===== config.mk =====
export PLATFORM = sky130hd
export DESIGN_NAME = three_wire_rtc_field_access_flat
export DESIGN_NICKNAME = d
export VERILOG_FILES = /design/src/hw/rtl/rtfa_pkg.sv /design/src/hw/rtl/rtfa_tick_if.sv /design/src/hw/rtl/rtfa_status_if.sv /design/src/hw/rtl/three_wire_rtc_field_access.sv /design/src/flat_wrapper.sv
export SDC_FILE = /design/constraint.sdc
export NUM_CORES = 1
export LEC_CHECK = 0
export BUFFER_PORTS_ARGS = -buffer_cell sky130_fd_sc_hd__buf_2
export CAP_MARGIN = 20
export CORE_UTILIZATION = 45
export DETAILED_ROUTE_END_ITERATION = 12
export GPL_TIMING_DRIVEN = 1
export SETUP_SLACK_MARGIN = 0.4
export SYNTH_ARGS = -nofsm -noshare
export SYNTH_HDL_FRONTEND = slang
export SYNTH_SLANG_ARGS = --single-unit

===== constraint.sdc =====
create_clock -name clk -period 9.5 [get_ports clk]
set_input_delay 2.375 -clock clk [delete_from_list [all_inputs] [get_ports clk]]
set_output_delay 2.375 -clock clk [all_outputs]
set_load 0.02 [all_outputs]

===== src/hw/rtl/rtfa_pkg.sv =====
// shared types for the three-wire rtc field access block
// payload structs of the tick and status channels; no dependencies
package rtfa_pkg;

	typedef struct packed {
		logic [1:0] action;
		logic [1:0] field_select;
		logic [7:0] set_value;
		logic       line_in;
	} tick_t;

	typedef struct packed {
		logic       enable_pin;
		logic       clock_pin;
		logic       line_out;
		logic       line_drive;
		logic       busy_res;
		logic       done_res;
		logic [7:0] read_value;
	} status_t;

endpackage


===== src/hw/rtl/rtfa_tick_if.sv =====
// valid/ready channel carrying one tick request
// depends on rtfa_pkg for the payload type
interface rtfa_tick_if;
	import rtfa_pkg::*;

	logic  valid;
	logic  ready;
	tick_t data;

	modport source (output valid, output data, input ready);
	modport sink (input valid, input data, output ready);
endinterface


===== src/hw/rtl/rtfa_status_if.sv =====
// valid/ready channel carrying one line status request
// depends on rtfa_pkg for the payload type
interface rtfa_status_if;
	import rtfa_pkg::*;

	logic    valid;
	logic    ready;
	status_t data;

	modport source (output valid, output data, input ready);
	modport sink (input valid, input data, output ready);
endinterface


===== src/hw/rtl/three_wire_rtc_field_access.sv =====
// three-wire rtc master: one status request per tick request, registered in the status register,
// one request accepted every cycle while the status register is empty or drained.
// sequencer state and the status register sit between the two channels.
// arst_n clears the sequencer to idle, the status register to empty and
// the apb registers to their defaults.
// depends on rtfa_pkg, rtfa_tick_if, rtfa_status_if
module three_wire_rtc_field_access (
	input  logic                 clk,
	input  logic                 arst_n,
	rtfa_tick_if.sink            tick,
	rtfa_status_if.source        status,
	input  logic                 psel,
	input  logic                 penable,
	input  logic                 pwrite,
	input  logic [4:0]           paddr,
	input  logic [31:0]          pwdata,
	output logic [31:0]          prdata,
	output logic                 pready
);
	import rtfa_pkg::*;

	localparam logic [2:0] PH_IDLE  = 3'd0;
	localparam logic [2:0] PH_START = 3'd1;
	localparam logic [2:0] PH_WLOW  = 3'd2;
	localparam logic [2:0] PH_WHIGH = 3'd3;
	localparam logic [2:0] PH_RLOW  = 3'd4;
	localparam logic [2:0] PH_RHIGH = 3'd5;
	localparam logic [2:0] PH_GAP   = 3'd6;

	localparam logic [1:0] ACT_SET  = 2'd1;
	localparam logic [1:0] ACT_READ = 2'd2;
	localparam logic [1:0] FLD_SEC  = 2'd0;
	localparam logic [1:0] FLD_MIN  = 2'd1;
	localparam logic [1:0] FLD_HOUR = 2'd2;
	localparam logic [1:0] FRAME_UNPROT = 2'd0;
	localparam logic [1:0] FRAME_DATA   = 2'd1;
	localparam logic [1:0] FRAME_PROT   = 2'd2;
	localparam logic [1:0] FRAME_READ   = 2'd3;

	localparam logic [2:0] REG_SEC   = 3'd0;
	localparam logic [2:0] REG_MIN   = 3'd1;
	localparam logic [2:0] REG_HOUR  = 3'd2;
	localparam logic [2:0] REG_PROT  = 3'd3;
	localparam logic [2:0] REG_PON   = 3'd4;
	localparam logic [2:0] REG_HALF  = 3'd5;

	logic [7:0] sec_addr_q, min_addr_q, hour_addr_q, prot_addr_q, prot_on_q, half_q;

	logic [2:0]  phase_q, phase_d;
	logic [1:0]  frame_q, frame_d;
	logic [3:0]  bit_q, bit_d;
	logic [15:0] shift_q, shift_d;
	logic [7:0]  tick_cnt_q, tick_cnt_d;
	logic [7:0]  rd_shift_q, rd_shift_d;
	logic [7:0]  pending_q, pending_d;
	logic [7:0]  last_rd_q, last_rd_d;
	logic [1:0]  field_q, field_d;

	logic        st_valid_q;
	status_t     st_q, st_d;
	logic        accept;
	logic        adv;
	logic        done;
	logic [7:0]  half;
	logic [6:0]  sat;
	logic [14:0] tens_prod;
	logic [3:0]  tens;
	logic [3:0]  ones;
	logic [3:0]  hi_nib;
	logic        cfg_wr;

	function automatic logic [7:0] field_addr(input logic [1:0] sel, input logic [7:0] a_sec,
			input logic [7:0] a_min, input logic [7:0] a_hour);
		logic [7:0] r;
		case (sel)
			FLD_SEC: r = a_sec;
			FLD_MIN: r = a_min;
			default: r = a_hour;
		endcase
		return r;
	endfunction

	assign pready = 1'b1;
	assign cfg_wr = psel & penable & pwrite;

	always_ff @(posedge clk or negedge arst_n) begin
		if (!arst_n) begin
			sec_addr_q  <= 8'd128;
			min_addr_q  <= 8'd130;
			hour_addr_q <= 8'd132;
			prot_addr_q <= 8'd142;
			prot_on_q   <= 8'd1;
			half_q      <= 8'd1;
		end else if (cfg_wr) begin
			case (paddr[4:2])
				REG_SEC:  sec_addr_q  <= pwdata[7:0];
				REG_MIN:  min_addr_q  <= pwdata[7:0];
				REG_HOUR: hour_addr_q <= pwdata[7:0];
				REG_PROT: prot_addr_q <= pwdata[7:0];
				REG_PON:  prot_on_q   <= pwdata[7:0];
				REG_HALF: half_q      <= pwdata[7:0];
				default: ;
			endcase
		end
	end

	always_comb begin
		case (paddr[4:2])
			REG_SEC:  prdata = {24'd0, sec_addr_q};
			REG_MIN:  prdata = {24'd0, min_addr_q};
			REG_HOUR: prdata = {24'd0, hour_addr_q};
			REG_PROT: prdata = {24'd0, prot_addr_q};
			REG_PON:  prdata = {24'd0, prot_on_q};
			REG_HALF: prdata = {24'd0, half_q};
			default:  prdata = 32'd0;
		endcase
	end

	assign tick.ready   = !st_valid_q || status.ready;
	assign accept       = tick.valid && tick.ready;
	assign status.valid = st_valid_q;
	assign status.data  = st_q;

	// binary to bcd, tens by reciprocal of ten (exact below 160 with the 15-bit product)
	assign sat       = (tick.data.set_value > 8'd99) ? 7'd99 : tick.data.set_value[6:0];
	assign tens_prod = 15'(sat * 8'd205);
	assign tens      = tens_prod[14:11];
	assign ones      = 4'(sat - 7'(tens * 4'd10));
	assign hi_nib    = rd_shift_q[7:4];
	assign half      = (half_q == 8'd0) ? 8'd1 : half_q;

	always_comb begin
		phase_d    = phase_q;
		frame_d    = frame_q;
		bit_d      = bit_q;
		shift_d    = shift_q;
		tick_cnt_d = tick_cnt_q;
		rd_shift_d = rd_shift_q;
		pending_d  = pending_q;
		last_rd_d  = last_rd_q;
		field_d    = field_q;
		adv        = 1'b0;
		done       = 1'b0;

		if (phase_q == PH_IDLE) begin
			if (tick.data.action inside {ACT_SET, ACT_READ} &&
					tick.data.field_select inside {FLD_SEC, FLD_MIN, FLD_HOUR}) begin
				bit_d      = 4'd0;
				tick_cnt_d = 8'd0;
				phase_d    = PH_START;
				if (tick.data.action == ACT_SET) begin
					pending_d = {tens, ones};
					field_d   = tick.data.field_select;
					frame_d   = FRAME_UNPROT;
					shift_d   = {8'd0, prot_addr_q};
				end else begin
					frame_d = FRAME_READ;
					shift_d = {8'd0, field_addr(tick.data.field_select, sec_addr_q,
						min_addr_q, hour_addr_q) | 8'd1};
				end
			end
		end else begin
			tick_cnt_d = tick_cnt_q + 8'd1;
			if (tick_cnt_d >= half) begin
				tick_cnt_d = 8'd0;
				adv        = 1'b1;
			end
		end

		if (adv) begin
			case (phase_q)
				PH_START: phase_d = PH_WLOW;
				PH_WLOW:  phase_d = PH_WHIGH;
				PH_WHIGH: begin
					if (frame_q == FRAME_READ) begin
						if (bit_q >= 4'd7) begin
							bit_d      = 4'd0;
							rd_shift_d = 8'd0;
							phase_d    = PH_RLOW;
						end else begin
							bit_d   = bit_q + 4'd1;
							phase_d = PH_WLOW;
						end
					end else if (bit_q == 4'd15) begin
						bit_d = 4'd0;
						if (frame_q >= FRAME_PROT) begin
							phase_d = PH_IDLE;
							done    = 1'b1;
						end else begin
							phase_d = PH_GAP;
						end
					end else begin
						bit_d   = bit_q + 4'd1;
						phase_d = PH_WLOW;
					end
				end
				PH_GAP: begin
					frame_d    = frame_q + 2'd1;
					bit_d      = 4'd0;
					tick_cnt_d = 8'd0;
					phase_d    = PH_START;
					case (frame_d)
						FRAME_UNPROT: shift_d = {8'd0, prot_addr_q};
						FRAME_DATA:   shift_d = {pending_q, field_addr(field_q, sec_addr_q,
							min_addr_q, hour_addr_q)};
						default:      shift_d = {prot_on_q, prot_addr_q};
					endcase
				end
				PH_RLOW: begin
					rd_shift_d = rd_shift_q | (8'(tick.data.line_in) << bit_q[2:0]);
					phase_d    = PH_RHIGH;
				end
				PH_RHIGH: begin
					if (bit_q >= 4'd7) begin
						last_rd_d = 8'({hi_nib, 3'b000}) + 8'({hi_nib, 1'b0}) + 8'(rd_shift_q[3:0]);
						bit_d     = 4'd0;
						phase_d   = PH_IDLE;
						done      = 1'b1;
					end else begin
						bit_d   = bit_q + 4'd1;
						phase_d = PH_RLOW;
					end
				end
				default: begin
					phase_d = PH_IDLE;
					bit_d   = 4'd0;
				end
			endcase
		end

		st_d.enable_pin = 1'b0;
		st_d.clock_pin  = 1'b0;
		st_d.line_out   = 1'b0;
		st_d.line_drive = 1'b1;
		case (phase_d)
			PH_START, PH_WLOW: begin
				st_d.enable_pin = 1'b1;
				st_d.line_out   = shift_d[bit_d];
			end
			PH_WHIGH: begin
				st_d.enable_pin = 1'b1;
				st_d.clock_pin  = 1'b1;
				st_d.line_out   = shift_d[bit_d];
			end
			PH_RLOW: begin
				st_d.enable_pin = 1'b1;
				st_d.line_drive = 1'b0;
			end
			PH_RHIGH: begin
				st_d.enable_pin = 1'b1;
				st_d.clock_pin  = 1'b1;
				st_d.line_drive = 1'b0;
			end
			default: ;
		endcase
		st_d.busy_res   = (phase_d != PH_IDLE);
		st_d.done_res   = done;
		st_d.read_value = last_rd_d;
	end

	always_ff @(posedge clk or negedge arst_n) begin
		if (!arst_n) begin
			phase_q    <= PH_IDLE;
			frame_q    <= 2'd0;
			bit_q      <= 4'd0;
			shift_q    <= 16'd0;
			tick_cnt_q <= 8'd0;
			rd_shift_q <= 8'd0;
			pending_q  <= 8'd0;
			last_rd_q  <= 8'd0;
			field_q    <= 2'd0;
			st_valid_q <= 1'b0;
		end else begin
			if (accept) begin
				phase_q    <= phase_d;
				frame_q    <= frame_d;
				bit_q      <= bit_d;
				shift_q    <= shift_d;
				tick_cnt_q <= tick_cnt_d;
				rd_shift_q <= rd_shift_d;
				pending_q  <= pending_d;
				last_rd_q  <= last_rd_d;
				field_q    <= field_d;
				st_valid_q <= 1'b1;
			end else if (status.ready) begin
				st_valid_q <= 1'b0;
			end
		end
	end

	always_ff @(posedge clk) begin
		if (accept) begin
			st_q <= st_d;
		end
	end

endmodule


===== src/flat_wrapper.sv =====
// flat-port wrapper written by rule: the top's interface ports become plain ports
module three_wire_rtc_field_access_flat import rtfa_pkg::*;
  (clk, arst_n, psel, penable, pwrite, paddr, pwdata, prdata, pready, tick_valid, tick_data, tick_ready, status_valid, status_data, status_ready);
  rtfa_tick_if tick_i ();
  rtfa_status_if status_i ();
  input  logic clk;
  input  logic arst_n;
  input  logic psel;
  input  logic penable;
  input  logic pwrite;
  input  logic [4:0] paddr;
  input  logic [31:0] pwdata;
  output logic [31:0] prdata;
  output logic pready;
  input wire logic [$bits(tick_i.valid)-1:0] tick_valid;
  input wire logic [$bits(tick_i.data)-1:0] tick_data;
  output wire logic [$bits(tick_i.ready)-1:0] tick_ready;
  output wire logic [$bits(status_i.valid)-1:0] status_valid;
  output wire logic [$bits(status_i.data)-1:0] status_data;
  input wire logic [$bits(status_i.ready)-1:0] status_ready;
  assign tick_i.valid = tick_valid;
  assign tick_i.data = tick_data;
  assign tick_ready = tick_i.ready;
  assign status_valid = status_i.valid;
  assign status_data = status_i.data;
  assign status_i.ready = status_ready;
  three_wire_rtc_field_access u_core (.clk(clk), .arst_n(arst_n), .tick(tick_i), .status(status_i), .psel(psel), .penable(penable), .pwrite(pwrite), .paddr(paddr), .pwdata(pwdata), .prdata(prdata), .pready(pready));
endmodule

==> flow_summary.html, run 1 <==
<table>
<tr><th>Metric</th><th>Value</th></tr>
<tr><th colspan="2">Outcome</th></tr>
<tr><td>Outcome</td><td>completed</td></tr>
<tr><th colspan="2">Job</th></tr>
<tr><td>Max cap viols</td><td>0</td></tr>
<tr><th colspan="2">Clock network</th></tr>
<tr><td>Number of levels in the clock H-tree</td><td>4</td></tr>
<tr><td>Clock latency on the worst-skew pair</td><td>0.42 ns</td></tr>
<tr><td>Maximum clock path buffer count</td><td>2</td></tr>
<tr><td>Hold-fix buffers, CTS</td><td>0</td></tr>
<tr><td>Clock input transition at the sequential cells of the worst setup and hold paths</td><td>0.05 ns</td></tr>
<tr><td>CTS tree</td><td>yes</td></tr>
<tr><td>Inserted Clock Buffers</td><td>17</td></tr>
<tr><td>TritonCTS Sinks</td><td>122</td></tr>
<tr><td>Setup repair bufs after CTS</td><td>0</td></tr>
<tr><td>Root buffer cell</td><td>sky130_fd_sc_hd__clkbuf_16</td></tr>
<tr><td>Post-cts sizing count</td><td>0</td></tr>
<tr><th colspan="2">Synthesis</th></tr>
<tr><td>Mux contribution to synthesized area</td><td>13.68%</td></tr>
<tr><td>Fraction of synthesized cell area taken by the top area cell type</td><td>29.69%</td></tr>
<tr><td>Cell area after technology mapping</td><td>between 8000 and 9000 um2</td></tr>
<tr><td>Compound-Gate Fraction of Synth Area</td><td>14.63%</td></tr>
<tr><td>Xor and xnor area share after synthesis</td><td>1.928%</td></tr>
<tr><td>Sequential-to-total area share from yosys stat</td><td>38.36%</td></tr>
<tr><td>Number of synthesized register bits</td><td>about 120</td></tr>
<tr><td>Cell type with the highest aggregate area in the netlist</td><td>sky130_fd_sc_hd__dfrtp_1</td></tr>
<tr><td>Simple-gate portion of the synthesized area</td><td>13.82%</td></tr>
<tr><td>Post-synthesis async set-or-reset flop share</td><td>88.52%</td></tr>
<tr><td>Total number of yosys warnings</td><td>0</td></tr>
<tr><td>EDFF count, synth</td><td>14</td></tr>
<tr><td>Number of distinct library cell variants in the gate-level netlist after synthesis</td><td>76</td></tr>
<tr><td>Biggest area contributors in the synthesized netlist</td><td>sky130_fd_sc_hd__dfrtp_1, sky130_fd_sc_hd__mux2_2, sky130_fd_sc_hd__ha_1, sky130_fd_sc_hd__nand2_1, sky130_fd_sc_hd__edfxtp_1</td></tr>
<tr><td>Most used flip-flop cell after synthesis</td><td>sky130_fd_sc_hd__dfrtp_1</td></tr>
<tr><td>Post-Synth Adder-Cell Area</td><td>10.93%</td></tr>
<tr><td>Post-Syn Instances</td><td>838</td></tr>
<tr><td>Post-Synthesis Mean Instance Area</td><td>between 9 and 10 um2</td></tr>
<tr><td>Main combinational cell family by area after synthesis</td><td>compound AO/OA/AOI/OAI gates</td></tr>
<tr><th colspan="2">Cells and area</th></tr>
<tr><td>Net count of the finished layout</td><td>998</td></tr>
<tr><td>Utilization after layout</td><td>roughly half</td></tr>
<tr><td>Number of antenna repair diodes</td><td>0</td></tr>
<tr><td>Synth-to-Final Area Change</td><td>10.24%</td></tr>
<tr><td>Proportion of layout cells with a drive suffix above 1</td><td>~20%</td></tr>
<tr><th colspan="2">Routing</th></tr>
<tr><td>Post-Route M1 WL</td><td>slightly above 9000 um</td></tr>
<tr><td>Initial drt markers</td><td>roughly 350</td></tr>
<tr><td>Routed wire length</td><td>18630 um</td></tr>
<tr><td>Average routed wire per standard cell</td><td>16.71 um</td></tr>
<tr><td>Detail Route met3 WL</td><td>657 um</td></tr>
<tr><td>Routed length on met2</td><td>around 8400 um</td></tr>
<tr><td>Detailed-route vias per instance</td><td>5.462</td></tr>
<tr><td>Uppermost routed layer</td><td>met4</td></tr>
<tr><td>Antenna Nets Post-Route</td><td>0</td></tr>
<tr><td>Remaining routing DRC violations</td><td>0</td></tr>
<tr><td>Vias</td><td>6090</td></tr>
<tr><td>Drt first pass iters</td><td>4</td></tr>
<tr><th colspan="2">Setup path</th></tr>
<tr><td>Required time reported for the critical path endpoint</td><td>9.78 ns</td></tr>
<tr><td>Worst R2R Path Depth</td><td>14</td></tr>
<tr><td>R2r endpoint</td><td>u_core.status.data[11]</td></tr>
<tr><td>Endpoint arrival time on the critical path</td><td>7.15 ns</td></tr>
<tr><td>Worst flop-to-flop path startpoint</td><td>u_core.tick_cnt_q[0]</td></tr>
<tr><td>Worst Setup Path Type</td><td>in -&gt; reg</td></tr>
<tr><td>Critical-path maximum fanout</td><td>7</td></tr>
<tr><td>Startpoint type of the worst setup path</td><td>primary input</td></tr>
<tr><td>FF-to-FF setup slack</td><td>around 5.6 ns</td></tr>
<tr><td>Element type at the critical path end</td><td>register</td></tr>
<tr><th colspan="2">Timing</th></tr>
<tr><td>Worst Tran Pin Value</td><td>~0.90 ns</td></tr>
<tr><td>Total count of hold-check failures in the final report</td><td>0</td></tr>
<tr><td>Number of setup violations in the final report</td><td>0</td></tr>
<tr><td>Share of the clock period used by the worst path</td><td>72.39%</td></tr>
<tr><td>Setup Skew</td><td>0.007849 ns</td></tr>
<tr><td>Final count of pins violating max slew</td><td>0</td></tr>
<tr><td>RSZ-0062 raised after global routing</td><td>false</td></tr>
<tr><td>Final-layout setup total negative slack</td><td>0 ns</td></tr>
<tr><td>Slew HR</td><td>39.80%</td></tr>
<tr><td>Fmax achieved</td><td>0.1454 GHz</td></tr>
<tr><td>Clock period minus final worst setup slack</td><td>6.877 ns</td></tr>
<tr><th colspan="2">Hold path</th></tr>
<tr><td>Type of the most critical hold path</td><td>reg -&gt; reg</td></tr>
<tr><td>Worst hold endpoint</td><td>u_core.shift_q[15]</td></tr>
<tr><td>Worst hold path stage count</td><td>2</td></tr>
<tr><td>Source of the worst hold timing path</td><td>u_core.shift_q[15]</td></tr>
<tr><th colspan="2">Die</th></tr>
<tr><td>Number of I/O pins</td><td>106</td></tr>
<tr><td>Starting density of the core</td><td>46.63%</td></tr>
<tr><td>Die Span X</td><td>136.8 um</td></tr>
<tr><td>Area of the die</td><td>approximately 19000 um2</td></tr>
<tr><td>Die boundary height</td><td>136.8 um</td></tr>
<tr><td>Core area</td><td>between 15000 and 20000 um2</td></tr>
<tr><td>Placement Rows</td><td>48</td></tr>
<tr><th colspan="2">Pwr</th></tr>
<tr><td>Static leakage</td><td>4.239 nW</td></tr>
<tr><td>Part of the total power dissipated in sequential elements</td><td>37.9%</td></tr>
<tr><td>Fraction of power spent switching nets</td><td>35.56%</td></tr>
<tr><td>Design internal power</td><td>between 0.001 and 0.0015 W</td></tr>
<tr><td>Power density relative to cell area</td><td>222.5 nW/um2</td></tr>
<tr><td>Clock Power Share</td><td>29.1%</td></tr>
<tr><td>Power dissipated by switching net loads</td><td>slightly above 0.0007 W</td></tr>
<tr><td>Logic gate share of total power</td><td>32.9%</td></tr>
<tr><td>Peak VDD IR</td><td>0.1468 mV</td></tr>
<tr><th colspan="2">Placed design</th></tr>
<tr><td>Placed wire-length estimate after detailed placement</td><td>13150 um</td></tr>
<tr><td>Weighted congestion at the end of routability-driven global placement</td><td>0.8312</td></tr>
<tr><td># port buffers</td><td>54</td></tr>
<tr><th colspan="2">Global route</th></tr>
<tr><td>Initial antenna violation count</td><td>0</td></tr>
<tr><td>Total routing resource utilization after global routing</td><td>about 21%</td></tr>
<tr><td>Wire length of the first global-routing pass</td><td>30330 um</td></tr>
<tr><td>Largest net degree at the start of global routing</td><td>70</td></tr>
<tr><td>Aggregate global routing overflow</td><td>0</td></tr>
<tr><td>Via count of the first global-routing pass</td><td>5627</td></tr>
</table>
power by group through the flow:
stage                     Sequential [W]  Combinational, W  Clock, W
final                           0.000761          0.000661  0.000584
after global routing            0.000779          0.000737  0.000623
after CTS                       0.000760          0.000662  0.000599
after detailed placement        0.000766          0.000661         0
after global placement          0.000766          0.000652         0
after floorplan                 0.000712          0.000551         0
kinds of logic after synthesis:
| group | count (synthesis) |
|---|---|
| AOI/OAI and AO/OA | 178 |
| buffers and inverters | 106 |
| and+or+nand+nor | 246 |
| xor gates and xnor gates | 18 |
| adders and majority gates | 65 |
| muxes | 101 |
| other | 2 |
| DFF | 122 |
critical path, cell delays in order:
cell and delay, ns:
sky130_fd_sc_hd__buf_2 0.12, sky130_fd_sc_hd__nand2_1 0.13, sky130_fd_sc_hd__nor2_1 0.14, sky130_fd_sc_hd__nor2_1 0.06
sky130_fd_sc_hd__nand2b_1 0.16, sky130_fd_sc_hd__inv_1 0.11, sky130_fd_sc_hd__fa_1 0.52, sky130_fd_sc_hd__inv_1 0.05
sky130_fd_sc_hd__ha_1 0.27, sky130_fd_sc_hd__inv_1 0.05, sky130_fd_sc_hd__fa_1 0.50, sky130_fd_sc_hd__inv_1 0.04
sky130_fd_sc_hd__ha_1 0.30, sky130_fd_sc_hd__a21o_1 0.18, sky130_fd_sc_hd__a21oi_1 0.14, sky130_fd_sc_hd__o21ai_0 0.13
sky130_fd_sc_hd__o31a_1 0.30, sky130_fd_sc_hd__o21a_1 0.20, sky130_fd_sc_hd__or2_2 0.32, sky130_fd_sc_hd__fa_1 0.44
sky130_fd_sc_hd__xnor2_1 0.20, sky130_fd_sc_hd__xor2_1 0.19, sky130_fd_sc_hd__xnor2_1 0.14, sky130_fd_sc_hd__o21ai_0 0.08
worst max-delay path by stage:
stage,to,start,slack [ns]
2_1_floorplan,u_core.pending_q[3],tick_data[6],2.69
3_3_place_gp,u_core.pending_q[3],tick_data[6],2.20
3_5_place_dp,u_core.pending_q[3],tick_data[6],2.18
4_1_cts,u_core.pending_q[3],tick_data[6],2.61
5_1_grt,u_core.pending_q[3],tick_data[5],2.24
6_report,u_core.pending_q[3],tick_data[6],2.62
synthesized netlist by cell type (all sizes together) (11+ instances only):
cell	number
fa	11
mux2	63
nand2	123
dfrtp	97
buf	42
edfxtp	14
mux2i	36
dfstp	11
xnor2	13
inv	42
ha	53
nor2	50
a21oi	32
clkbuf	21
o21ai	62
cell usage in the layout (no fill, tap or decap), types with 11 or more instances in the layout:
| cell | netlist | final |
|---|---|---|
| sky130_fd_sc_hd__dfstp_2 | 11 | 11 |
| sky130_fd_sc_hd__inv_1 | 41 | 41 |
| sky130_fd_sc_hd__xnor2_1 | 13 | 13 |
| sky130_fd_sc_hd__dfrtp_1 | 97 | 97 |
| sky130_fd_sc_hd__nor2_1 | 49 | 49 |
| sky130_fd_sc_hd__a21oi_1 | 32 | 32 |
| sky130_fd_sc_hd__conb_1 | 2 | 25 |
| sky130_fd_sc_hd__mux2i_1 | 36 | 36 |
| sky130_fd_sc_hd__buf_2 | 6 | 53 |
| sky130_fd_sc_hd__ha_1 | 53 | 53 |
| sky130_fd_sc_hd__fa_1 | 11 | 11 |
| sky130_fd_sc_hd__clkbuf_16 | 0 | 17 |
| sky130_fd_sc_hd__o21ai_0 | 58 | 58 |
| sky130_fd_sc_hd__mux2_2 | 62 | 62 |
| sky130_fd_sc_hd__nand2_1 | 123 | 123 |
| sky130_fd_sc_hd__edfxtp_1 | 14 | 14 |
state kept, by name (all words and copies together), names as in the netlist:
register             count
u_core.shift_q          16
u_core.status.data      14
u_core.half_q            8
u_core.hour_addr_q       8
u_core.last_rd_q         8
u_core.min_addr_q        8
u_core.pending_q         8
u_core.prot_addr_q       8
u_core.prot_on_q         8
u_core.rd_shift_q        8
u_core.sec_addr_q        8
u_core.tick_cnt_q        8
u_core.bit_q             4
u_core.phase_q           3
u_core.field_q           2
u_core.frame_q           2
u_core.status.valid      1
area by class of cell:
type	instances	area (um2)
multi-input cells	633	4589
clock inverters	2	12.51
clock buffers	30	514.2
fillers	1660	8523
inverters	43	161.4
repair buffers	60	317.8
flip-flops and latches	122	3137
well taps	225	281.5
through the flow:
step	instance area [um2]	setup WS [ns]	power (W)	std cells	hold slack (ns)
after floorplan	8263	2.694	0.001263	861	0.4393
after global placement	8479	2.203	0.001418	1082	0.4535
after detailed placement	8479	2.181	0.001427	1082	0.4594
after CTS	9006	2.607	0.002020	1114	0.4738
after global routing	9014	2.243	0.002139	1115	0.4795
final	9014	2.623	0.002006	1115	0.4701
layer usage:
metal / vias up / track usage (%)
met1: 2942 / 30.85
met2: 117 / 32.37
li1: 3007 / -
met3: 24 / 4.111
met5: - / 0
met4: 0 / 7.082
No activity file was read; power rests on OpenSTA's default activity.
==> run 2: changes to the inputs <==
--- a/config.mk
+++ b/config.mk
@@ -5,11 +5,13 @@
 export SDC_FILE = /design/constraint.sdc
 export NUM_CORES = 1
 export LEC_CHECK = 0
+export ABC_AREA = 1
 export BUFFER_PORTS_ARGS = -buffer_cell sky130_fd_sc_hd__buf_2
 export CAP_MARGIN = 20
 export CORE_UTILIZATION = 45
 export DETAILED_ROUTE_END_ITERATION = 12
 export GPL_TIMING_DRIVEN = 1
+export PLACE_DENSITY = 0.67
 export SETUP_SLACK_MARGIN = 0.4
 export SYNTH_ARGS = -nofsm -noshare
 export SYNTH_HDL_FRONTEND = slang
==> constraint.sdc (replaced) <==
create_clock -name clk -period 5.64 [get_ports clk]
set_input_delay 1.41 -clock clk [delete_from_list [all_inputs] [get_ports clk]]
set_output_delay 1.41 -clock clk [all_outputs]
set_load 0.02 [all_outputs]
==> flow_summary.html, run 2 <==
<table>
<tr><th>Metric</th><th>Value</th></tr>
<tr><th colspan="2">Clock network</th></tr>
<tr><td>Inserted Clock Buffers</td><td>17</td></tr>
<tr><td>TritonCTS Sinks</td><td>122</td></tr>
<tr><td>Clock input transition at the sequential cells of the worst setup and hold paths</td><td>0.06 ns</td></tr>
<tr><td>Root buffer cell</td><td>sky130_fd_sc_hd__clkbuf_16</td></tr>
<tr><td>Number of levels in the clock H-tree</td><td>4</td></tr>
<tr><td>Clock latency on the worst-skew pair</td><td>0.42 ns</td></tr>
<tr><td>Maximum clock path buffer count</td><td>2</td></tr>
<tr><td>Hold-fix buffers, CTS</td><td>0</td></tr>
<tr><td>CTS tree</td><td>yes</td></tr>
<tr><th colspan="2">Routing</th></tr>
<tr><td>Antenna Nets Post-Route</td><td>0</td></tr>
<tr><td>Remaining routing DRC violations</td><td>0</td></tr>
<tr><td>Routed wire length</td><td>20990 um</td></tr>
<tr><td>Vias</td><td>7419</td></tr>
<tr><td>Average routed wire per standard cell</td><td>15.03 um</td></tr>
<tr><td>Initial drt markers</td><td>roughly 500</td></tr>
<tr><td>Detailed-route vias per instance</td><td>5.314</td></tr>
<tr><td>Drt first pass iters</td><td>5</td></tr>
<tr><th colspan="2">Synthesis</th></tr>
<tr><td>Cell area after technology mapping</td><td>8227 um2</td></tr>
<tr><td>Post-Syn Instances</td><td>1087</td></tr>
<tr><td>Number of synthesized register bits</td><td>roughly 120</td></tr>
<tr><td>Total number of yosys warnings</td><td>0</td></tr>
<tr><td>Fraction of synthesized cell area taken by the top area cell type</td><td>around 30%</td></tr>
<tr><td>Post-Synthesis Mean Instance Area</td><td>7.568 um2</td></tr>
<tr><td>Synth cell count leaders</td><td>sky130_fd_sc_hd__nand2_1, sky130_fd_sc_hd__inv_1, sky130_fd_sc_hd__o21ai_0</td></tr>
<tr><td>Most used flip-flop cell after synthesis</td><td>sky130_fd_sc_hd__dfrtp_1</td></tr>
<tr><td>Sequential-to-total area share from yosys stat</td><td>38.13%</td></tr>
<tr><td>EDFF count, synth</td><td>14</td></tr>
<tr><td>Cell type with the highest aggregate area in the netlist</td><td>sky130_fd_sc_hd__dfrtp_1</td></tr>
<tr><td>Most common cell in the netlist</td><td>sky130_fd_sc_hd__nand2_1</td></tr>
<tr><td>Biggest area contributors in the synthesized netlist</td><td>sky130_fd_sc_hd__dfrtp_1, sky130_fd_sc_hd__nand2_1, sky130_fd_sc_hd__ha_1, sky130_fd_sc_hd__o21ai_0, sky130_fd_sc_hd__inv_1</td></tr>
<tr><td>Number of distinct library cell variants in the gate-level netlist after synthesis</td><td>53</td></tr>
<tr><td>Post-synthesis async set-or-reset flop share</td><td>88.52%</td></tr>
<tr><th colspan="2">Setup path</th></tr>
<tr><td>Crit-path slowest cell</td><td>sky130_fd_sc_hd__fa_1</td></tr>
<tr><td>Most common cell type on the critical path</td><td>sky130_fd_sc_hd__inv_2</td></tr>
<tr><td>Worst stage delay on the critical path</td><td>0.52 ns</td></tr>
<tr><td>Element type at the critical path end</td><td>register</td></tr>
<tr><td>Endpoint arrival time on the critical path</td><td>5.55 ns</td></tr>
<tr><td>Startpoint type of the worst setup path</td><td>primary input</td></tr>
<tr><td>Critical-path maximum fanout</td><td>5</td></tr>
<tr><td>Required time reported for the critical path endpoint</td><td>about 5.9 ns</td></tr>
<tr><td>Worst Setup Path Type</td><td>in -&gt; reg</td></tr>
<tr><th colspan="2">Cells and area</th></tr>
<tr><td>Number of flip-flops in the largest register</td><td>16</td></tr>
<tr><td>Fill cell total of the finished layout</td><td>1742</td></tr>
<tr><td>Net count of the finished layout</td><td>approximately 1300</td></tr>
<tr><td>Summed area of non-filler cells in the final layout</td><td>9708 um2</td></tr>
<tr><td>Largest reg by FF count</td><td>u_core.shift_q</td></tr>
<tr><td>Most common cell after layout, fill and taps aside</td><td>sky130_fd_sc_hd__nand2_1</td></tr>
<tr><td>Proportion of layout cells with a drive suffix above 1</td><td>~17%</td></tr>
<tr><td>Synth-to-Final Area Change</td><td>18.01%</td></tr>
<tr><td>Commonest non-fill, non-tap cells in the layout</td><td>sky130_fd_sc_hd__nand2_1, sky130_fd_sc_hd__inv_1, sky130_fd_sc_hd__o21ai_0, sky130_fd_sc_hd__dfrtp_1, sky130_fd_sc_hd__nand3_1</td></tr>
<tr><td>Number of antenna repair diodes</td><td>0</td></tr>
<tr><td>Utilization after layout</td><td>approximately 54%</td></tr>
<tr><th colspan="2">Die</th></tr>
<tr><td>Placement Rows</td><td>slightly below 50</td></tr>
<tr><td>Area of the die</td><td>18830 um2</td></tr>
<tr><td>Core area</td><td>17960 um2</td></tr>
<tr><td>Die Span X</td><td>~140 um</td></tr>
<tr><td>Starting density of the core</td><td>45.80%</td></tr>
<tr><td>Die boundary height</td><td>137.2 um</td></tr>
<tr><td>Number of I/O pins</td><td>roughly 110</td></tr>
<tr><th colspan="2">Timing</th></tr>
<tr><td>Clock period minus final worst setup slack</td><td>5.247 ns</td></tr>
<tr><td>Share of the clock period used by the worst path</td><td>93.04%</td></tr>
<tr><td>Total count of hold-check failures in the final report</td><td>0</td></tr>
<tr><td>Number of setup violations in the final report</td><td>0</td></tr>
<tr><td>Setup Skew</td><td>around 0.0092 ns</td></tr>
<tr><td>Final count of pins violating max slew</td><td>0</td></tr>
<tr><td>Slew HR</td><td>a little under two fifths</td></tr>
<tr><td>Fmax achieved</td><td>approximately 0.19 GHz</td></tr>
<tr><td>RSZ-0062 raised after global routing</td><td>true</td></tr>
<tr><td>Worst Tran Pin Value</td><td>0.9306 ns</td></tr>
<tr><th colspan="2">Pwr</th></tr>
<tr><td>Part of the total power dissipated in sequential elements</td><td>32.4%</td></tr>
<tr><td>Clock Power Share</td><td>25.3%</td></tr>
<tr><td>Peak VDD IR</td><td>approximately 0.26 mV</td></tr>
<tr><td>Power density relative to cell area</td><td>430.1 nW/um2</td></tr>
<tr><td>Design internal power</td><td>0.002480 W</td></tr>
<tr><td>Fraction of power spent switching nets</td><td>40.62%</td></tr>
<tr><td>Logic gate share of total power</td><td>42.3%</td></tr>
<tr><td>Power dissipated by switching net loads</td><td>about 0.0017 W</td></tr>
<tr><td>Static leakage</td><td>4.711 nW</td></tr>
<tr><th colspan="2">Placed design</th></tr>
<tr><td>Placed wire-length estimate after detailed placement</td><td>15390 um</td></tr>
<tr><td>Standard cell area after detailed placement</td><td>8950 um2</td></tr>
<tr><td>Weighted congestion at the end of routability-driven global placement</td><td>0.9414</td></tr>
<tr><td># port buffers</td><td>between 50 and 60</td></tr>
<tr><th colspan="2">Global route</th></tr>
<tr><td>Via count of the first global-routing pass</td><td>7133</td></tr>
<tr><td>Wire length of the first global-routing pass</td><td>34580 um</td></tr>
<tr><td>Total routing resource utilization after global routing</td><td>between 20% and 30%</td></tr>
<tr><td>Initial antenna violation count</td><td>0</td></tr>
<tr><td>Largest net degree at the start of global routing</td><td>68</td></tr>
<tr><td>Aggregate global routing overflow</td><td>0</td></tr>
<tr><th colspan="2">Outcome</th></tr>
<tr><td>Outcome</td><td>completed</td></tr>
<tr><th colspan="2">Job</th></tr>
<tr><td>Max cap viols</td><td>0</td></tr>
<tr><th colspan="2">Hold path</th></tr>
<tr><td>Type of the most critical hold path</td><td>reg -&gt; reg</td></tr>
</table>
[run 2: worst max-delay path: cells and delay by family]
| family | cells | cell delay [ns] |
|---|---|---|
| simple gates | 16 | 1.36 |
| fa+ha+maj | 7 | 2.23 |
| buf+inv | 7 | 0.36 |
| xor+xnor | 1 | 0.19 |
[run 2: layout make-up]
type	count	area, um2	area share (%)
multi-input cells	798	4736	48.78
inverters	138	518.0	5.336
clock buffers	23	478.0	4.923
well taps	229	286.5	2.951
repair buffers	77	457.9	4.717
clock inverters	9	95.09	0.9795
flip-flops and latches	122	3137	32.31
[run 2: per-stage QoR]
stage	setup TNS [ns]	cells	worst slack, ns	hold WS [ns]	total power [W]
after floorplan	0	1110	0.3092	0.4427	0.002590
after global placement	-0.08275	1358	-0.08275	0.4601	0.003006
after detailed placement	-0.1196	1358	-0.1196	0.4643	0.003038
after CTS	0	1392	0.4126	0.4807	0.004120
after global routing	0	1396	0.2138	0.4955	0.004506
final	0	1396	0.3926	0.4786	0.004176
[run 2: final timing paths]
kind                            cells past startpoint  slack, ns                endpoint                  from
min in group asynchronous                           1       1.12     u_core.last_rd_q[3]                arst_n
max in group asynchronous                           2       3.38    u_core.min_addr_q[7]                arst_n
worst min register to register                      2       0.48     u_core.last_rd_q[0]   u_core.last_rd_q[0]
worst min-delay path                                2       0.48     u_core.last_rd_q[0]   u_core.last_rd_q[0]
worst max register to register                     20       1.39  u_core.status.data[11]  u_core.tick_cnt_q[0]
worst max-delay path                               31       0.39     u_core.pending_q[3]          tick_data[4]
[run 2: logic make-up after synthesis]
family	Yosys count	share of synthesized area, %
simple gates	487	24.78
compound gates	208	14.80
buf+inv	191	10.08
flops	122	38.13
fa+ha+maj	64	10.74
xor+xnor	13	1.384
other cells	2	0.09129
[run 2: power by group through the flow]
stage | Sequential [W] | Combinational, W | Clock [W]
after CTS | 0.00135 | 0.00170 | 0.00107
after global placement | 0.00136 | 0.00165 | 0
after detailed placement | 0.00136 | 0.00168 | 0
after global routing | 0.00138 | 0.00201 | 0.00111
after floorplan | 0.00131 | 0.00128 | 0
final | 0.00135 | 0.00177 | 0.00106
[run 2: timing repair]
item	4_1_cts	5_1_grt
pin swaps	4	23
gates cloned	1	0
buffers inserted	1	3
endpoints found under the setup margin	1	1
resized for setup	5	24
[run 2: per-layer routing]
layer | vias up | GRT usage, % | part of all wire (%)
met4 | 0 | 7.265 | 1.2
met1 | 3504 | 30.95 | 45
met3 | 20 | 4.194 | 5.1
met2 | 213 | 39.96 | 49
met5 | - | 0 | 0
li1 | 3682 | - | -
==> run 3: changes to the inputs <==
--- a/config.mk
+++ b/config.mk
@@ -12,6 +12,7 @@
 export DETAILED_ROUTE_END_ITERATION = 12
 export GPL_TIMING_DRIVEN = 1
 export PLACE_DENSITY = 0.67
+export REMOVE_ABC_BUFFERS = 1
 export SETUP_SLACK_MARGIN = 0.4
 export SYNTH_ARGS = -nofsm -noshare
 export SYNTH_HDL_FRONTEND = slang
==> flow_summary.html, run 3 (synthesis gave the netlist of run 2 again) <==
<table>
<tr><th>Metric</th><th>Value</th></tr>
<tr><th colspan="2">Cells and area</th></tr>
<tr><td>Proportion of layout cells with a drive suffix above 1</td><td>19.05%</td></tr>
<tr><td>Summed area of non-filler cells in the final layout</td><td>9941 um2</td></tr>
<tr><td>Most common cell after layout, fill and taps aside</td><td>sky130_fd_sc_hd__nand2_1</td></tr>
<tr><td>Largest reg by FF count</td><td>u_core.shift_q</td></tr>
<tr><td>Synth-to-Final Area Change</td><td>20.84%</td></tr>
<tr><td>Commonest non-fill, non-tap cells in the layout</td><td>sky130_fd_sc_hd__nand2_1, sky130_fd_sc_hd__inv_1, sky130_fd_sc_hd__o21ai_0, sky130_fd_sc_hd__dfrtp_1, sky130_fd_sc_hd__nand3_1</td></tr>
<tr><td>Number of flip-flops in the largest register</td><td>16</td></tr>
<tr><td>Net count of the finished layout</td><td>1310</td></tr>
<tr><td>Number of antenna repair diodes</td><td>0</td></tr>
<tr><th colspan="2">Setup path</th></tr>
<tr><td>Required time reported for the critical path endpoint</td><td>around 6.0 ns</td></tr>
<tr><td>FF-to-FF setup slack</td><td>1.52 ns</td></tr>
<tr><td>Crit-path slowest cell</td><td>sky130_fd_sc_hd__fa_1</td></tr>
<tr><td>Endpoint arrival time on the critical path</td><td>5.65 ns</td></tr>
<tr><td>Element type at the critical path end</td><td>register</td></tr>
<tr><td>Worst Setup Path Type</td><td>in -&gt; reg</td></tr>
<tr><td>Critical-path maximum fanout</td><td>4</td></tr>
<tr><td>Startpoint type of the worst setup path</td><td>primary input</td></tr>
<tr><td>R2r endpoint</td><td>u_core.status.data[11]</td></tr>
<tr><td>Worst R2R Path Depth</td><td>21</td></tr>
<tr><td>Crit path capture</td><td>u_core.pending_q[3]</td></tr>
<tr><td>Most common cell type on the critical path</td><td>sky130_fd_sc_hd__nand2_1</td></tr>
<tr><td>Worst stage delay on the critical path</td><td>0.56 ns</td></tr>
<tr><td>Worst flop-to-flop path startpoint</td><td>u_core.tick_cnt_q[0]</td></tr>
<tr><td>Startpoint of the most critical setup path</td><td>tick_data[5]</td></tr>
<tr><th colspan="2">Clock network</th></tr>
<tr><td>Maximum clock path buffer count</td><td>2</td></tr>
<tr><td>Root buffer cell</td><td>sky130_fd_sc_hd__clkbuf_16</td></tr>
<tr><td>TritonCTS Sinks</td><td>122</td></tr>
<tr><td>CTS tree</td><td>yes</td></tr>
<tr><td>Clock latency on the worst-skew pair</td><td>approximately 0.43 ns</td></tr>
<tr><td>Clock input transition at the sequential cells of the worst setup and hold paths</td><td>0.05 ns</td></tr>
<tr><td>Inserted Clock Buffers</td><td>17</td></tr>
<tr><td>Number of levels in the clock H-tree</td><td>4</td></tr>
<tr><td>Hold-fix buffers, CTS</td><td>0</td></tr>
<tr><th colspan="2">Timing</th></tr>
<tr><td>Share of the clock period used by the worst path</td><td>94.65%</td></tr>
<tr><td>Fmax achieved</td><td>between 0.15 and 0.2 GHz</td></tr>
<tr><td>Slew HR</td><td>34.62%</td></tr>
<tr><td>Clock period minus final worst setup slack</td><td>5.338 ns</td></tr>
<tr><td>Final worst-path setup slack</td><td>just over 0.3 ns</td></tr>
<tr><td>Final count of pins violating max slew</td><td>0</td></tr>
<tr><td>Number of setup violations in the final report</td><td>0</td></tr>
<tr><td>RSZ-0062 raised after global routing</td><td>true</td></tr>
<tr><td>Final-layout setup total negative slack</td><td>0 ns</td></tr>
<tr><td>Setup Skew</td><td>0.01135 ns</td></tr>
<tr><td>Worst Tran Pin Value</td><td>0.9771 ns</td></tr>
<tr><td>Total count of hold-check failures in the final report</td><td>0</td></tr>
<tr><th colspan="2">Global route</th></tr>
<tr><td>Via count of the first global-routing pass</td><td>7280</td></tr>
<tr><td>Largest net degree at the start of global routing</td><td>73</td></tr>
<tr><td>Met2 track utilization from global routing</td><td>roughly two fifths</td></tr>
<tr><td>Routing usage on met1</td><td>32.14%</td></tr>
<tr><td>Total routing resource utilization after global routing</td><td>between 20% and 30%</td></tr>
<tr><td>Wire length of the first global-routing pass</td><td>35200 um</td></tr>
<tr><td>M3 GR Usage</td><td>between 4 and 5%</td></tr>
<tr><td>Most Used Layer, Global Route</td><td>met2</td></tr>
<tr><td>Aggregate global routing overflow</td><td>0</td></tr>
<tr><td>Initial antenna violation count</td><td>0</td></tr>
<tr><th colspan="2">Pwr</th></tr>
<tr><td>Power density relative to cell area</td><td>430.6 nW/um2</td></tr>
<tr><td>Peak VDD IR</td><td>0.2815 mV</td></tr>
<tr><td>Static leakage</td><td>approximately 5 nW</td></tr>
<tr><th colspan="2">Routing</th></tr>
<tr><td>Routed wire length</td><td>21510 um</td></tr>
<tr><td>Drt first pass iters</td><td>5</td></tr>
<tr><td>Average routed wire per standard cell</td><td>15.03 um</td></tr>
<tr><td>Vias</td><td>7590</td></tr>
<tr><td>Remaining routing DRC violations</td><td>0</td></tr>
<tr><td>Antenna Nets Post-Route</td><td>0</td></tr>
<tr><td>Detailed-route vias per instance</td><td>5.304</td></tr>
<tr><td>Initial drt markers</td><td>637</td></tr>
<tr><th colspan="2">Die</th></tr>
<tr><td>Die boundary height</td><td>137.2 um</td></tr>
<tr><td>Core area</td><td>17960 um2</td></tr>
<tr><td>Number of I/O pins</td><td>106</td></tr>
<tr><td>Area of the die</td><td>roughly 19000 um2</td></tr>
<tr><td>Placement Rows</td><td>49</td></tr>
<tr><td>Starting density of the core</td><td>45.80%</td></tr>
<tr><td>Die Span X</td><td>137.2 um</td></tr>
<tr><th colspan="2">Placed design</th></tr>
<tr><td>Setup slack at placement</td><td>-0.3227 ns</td></tr>
<tr><td>Weighted congestion at the end of routability-driven global placement</td><td>a little under 0.9</td></tr>
<tr><td># port buffers</td><td>54</td></tr>
<tr><td>Standard cell area after detailed placement</td><td>8853 um2</td></tr>
<tr><td>Placed wire-length estimate after detailed placement</td><td>between 15000 and 20000 um</td></tr>
<tr><th colspan="2">Job</th></tr>
<tr><td>Max cap viols</td><td>0</td></tr>
<tr><th colspan="2">Hold path</th></tr>
<tr><td>Type of the most critical hold path</td><td>reg -&gt; reg</td></tr>
<tr><td>Worst hold path stage count</td><td>2</td></tr>
<tr><th colspan="2">Outcome</th></tr>
<tr><td>Outcome</td><td>completed</td></tr>
</table>
==> run 3: changes by cell type in the layout (fill, tap and decap cells not counted), moves of 3 or more <==
cell                       change
sky130_fd_sc_hd__buf_6         +4
sky130_fd_sc_hd__clkbuf_8      -3
sky130_fd_sc_hd__clkinv_4      +4
sky130_fd_sc_hd__clkinv_2      -3
sky130_fd_sc_hd__clkbuf_1      -3
sky130_fd_sc_hd__buf_4        +31
==> run 3: report_power, final <==
| part | total, W | leakage, nW | internal (W) | switching, W |
|---|---|---|---|---|
| clock | 0.00106 | 0.281 | 0.000649 | 0.000416 |
| sequential | 0.00135 | 1.47 | 0.00115 | 0.000205 |
| combinational | 0.00186 | 3.10 | 0.000731 | 0.00113 |
==> run 3: layout make-up <==
cell class	count	area [um2]
Multi-Input combinational cell	797	4672
Timing Repair Buffer	113	750.7
Fill cell	1619	8023
Tap cell	229	286.5
Sequential cell	122	3137
Clock buffer	17	425.4
Inverter	138	518.0
Clock inverter	15	151.4
==> run 3: worst min path at each step <==
stage	start	to	slack, ns
floorplan	u_core.pending_q[2]	u_core.pending_q[2]	0.44
global placement	u_core.last_rd_q[0]	u_core.last_rd_q[0]	0.46
detailed placement	u_core.last_rd_q[0]	u_core.last_rd_q[0]	0.47
CTS	u_core.last_rd_q[0]	u_core.last_rd_q[0]	0.48
global route	u_core.shift_q[7]	u_core.shift_q[7]	0.51
finish	u_core.last_rd_q[0]	u_core.last_rd_q[0]	0.48
==> run 3: layer usage <==
metal | share of wire, % | wire, um | vias to the layer above
met2 | 48 | 10330 | 213
met1 | 45 | 9761 | 3587
li1 | - | - | 3757
met3 | 4.7 | 1011 | 33
met5 | 0 | 0 | -
met4 | 1.9 | 410 | 0
==> run 3: through the flow <==
| step | hold slack, ns | std cells | total power, W | util, % |
|---|---|---|---|---|
| finish | 0.4817 | 1431 | 0.004281 | 55.34 |
| detailed placement | 0.4661 | 1379 | 0.002957 | 49.29 |
| global route | 0.5072 | 1431 | 0.004627 | 55.34 |
| global placement | 0.4626 | 1379 | 0.002922 | 49.29 |
| floorplan | 0.4427 | 1057 | 0.002465 | - |
| CTS | 0.4818 | 1427 | 0.004173 | 54.40 |
==> run 3: worst max-delay path: cells and delay by family <==
family | cells | cell delay [ns]
xor+xnor | 1 | 0.20
compound gates | 1 | 0.08
buf+inv | 8 | 0.57
simple gates | 16 | 1.27
fa+ha+maj | 6 | 2.10
==> run 3: timing repair <==
item,CTS,global route
pin swaps,27,34
resized for setup,36,35
endpoints found under the setup margin,1,3
endpoints found under the hold margin,0,0
setup buffers,16,3
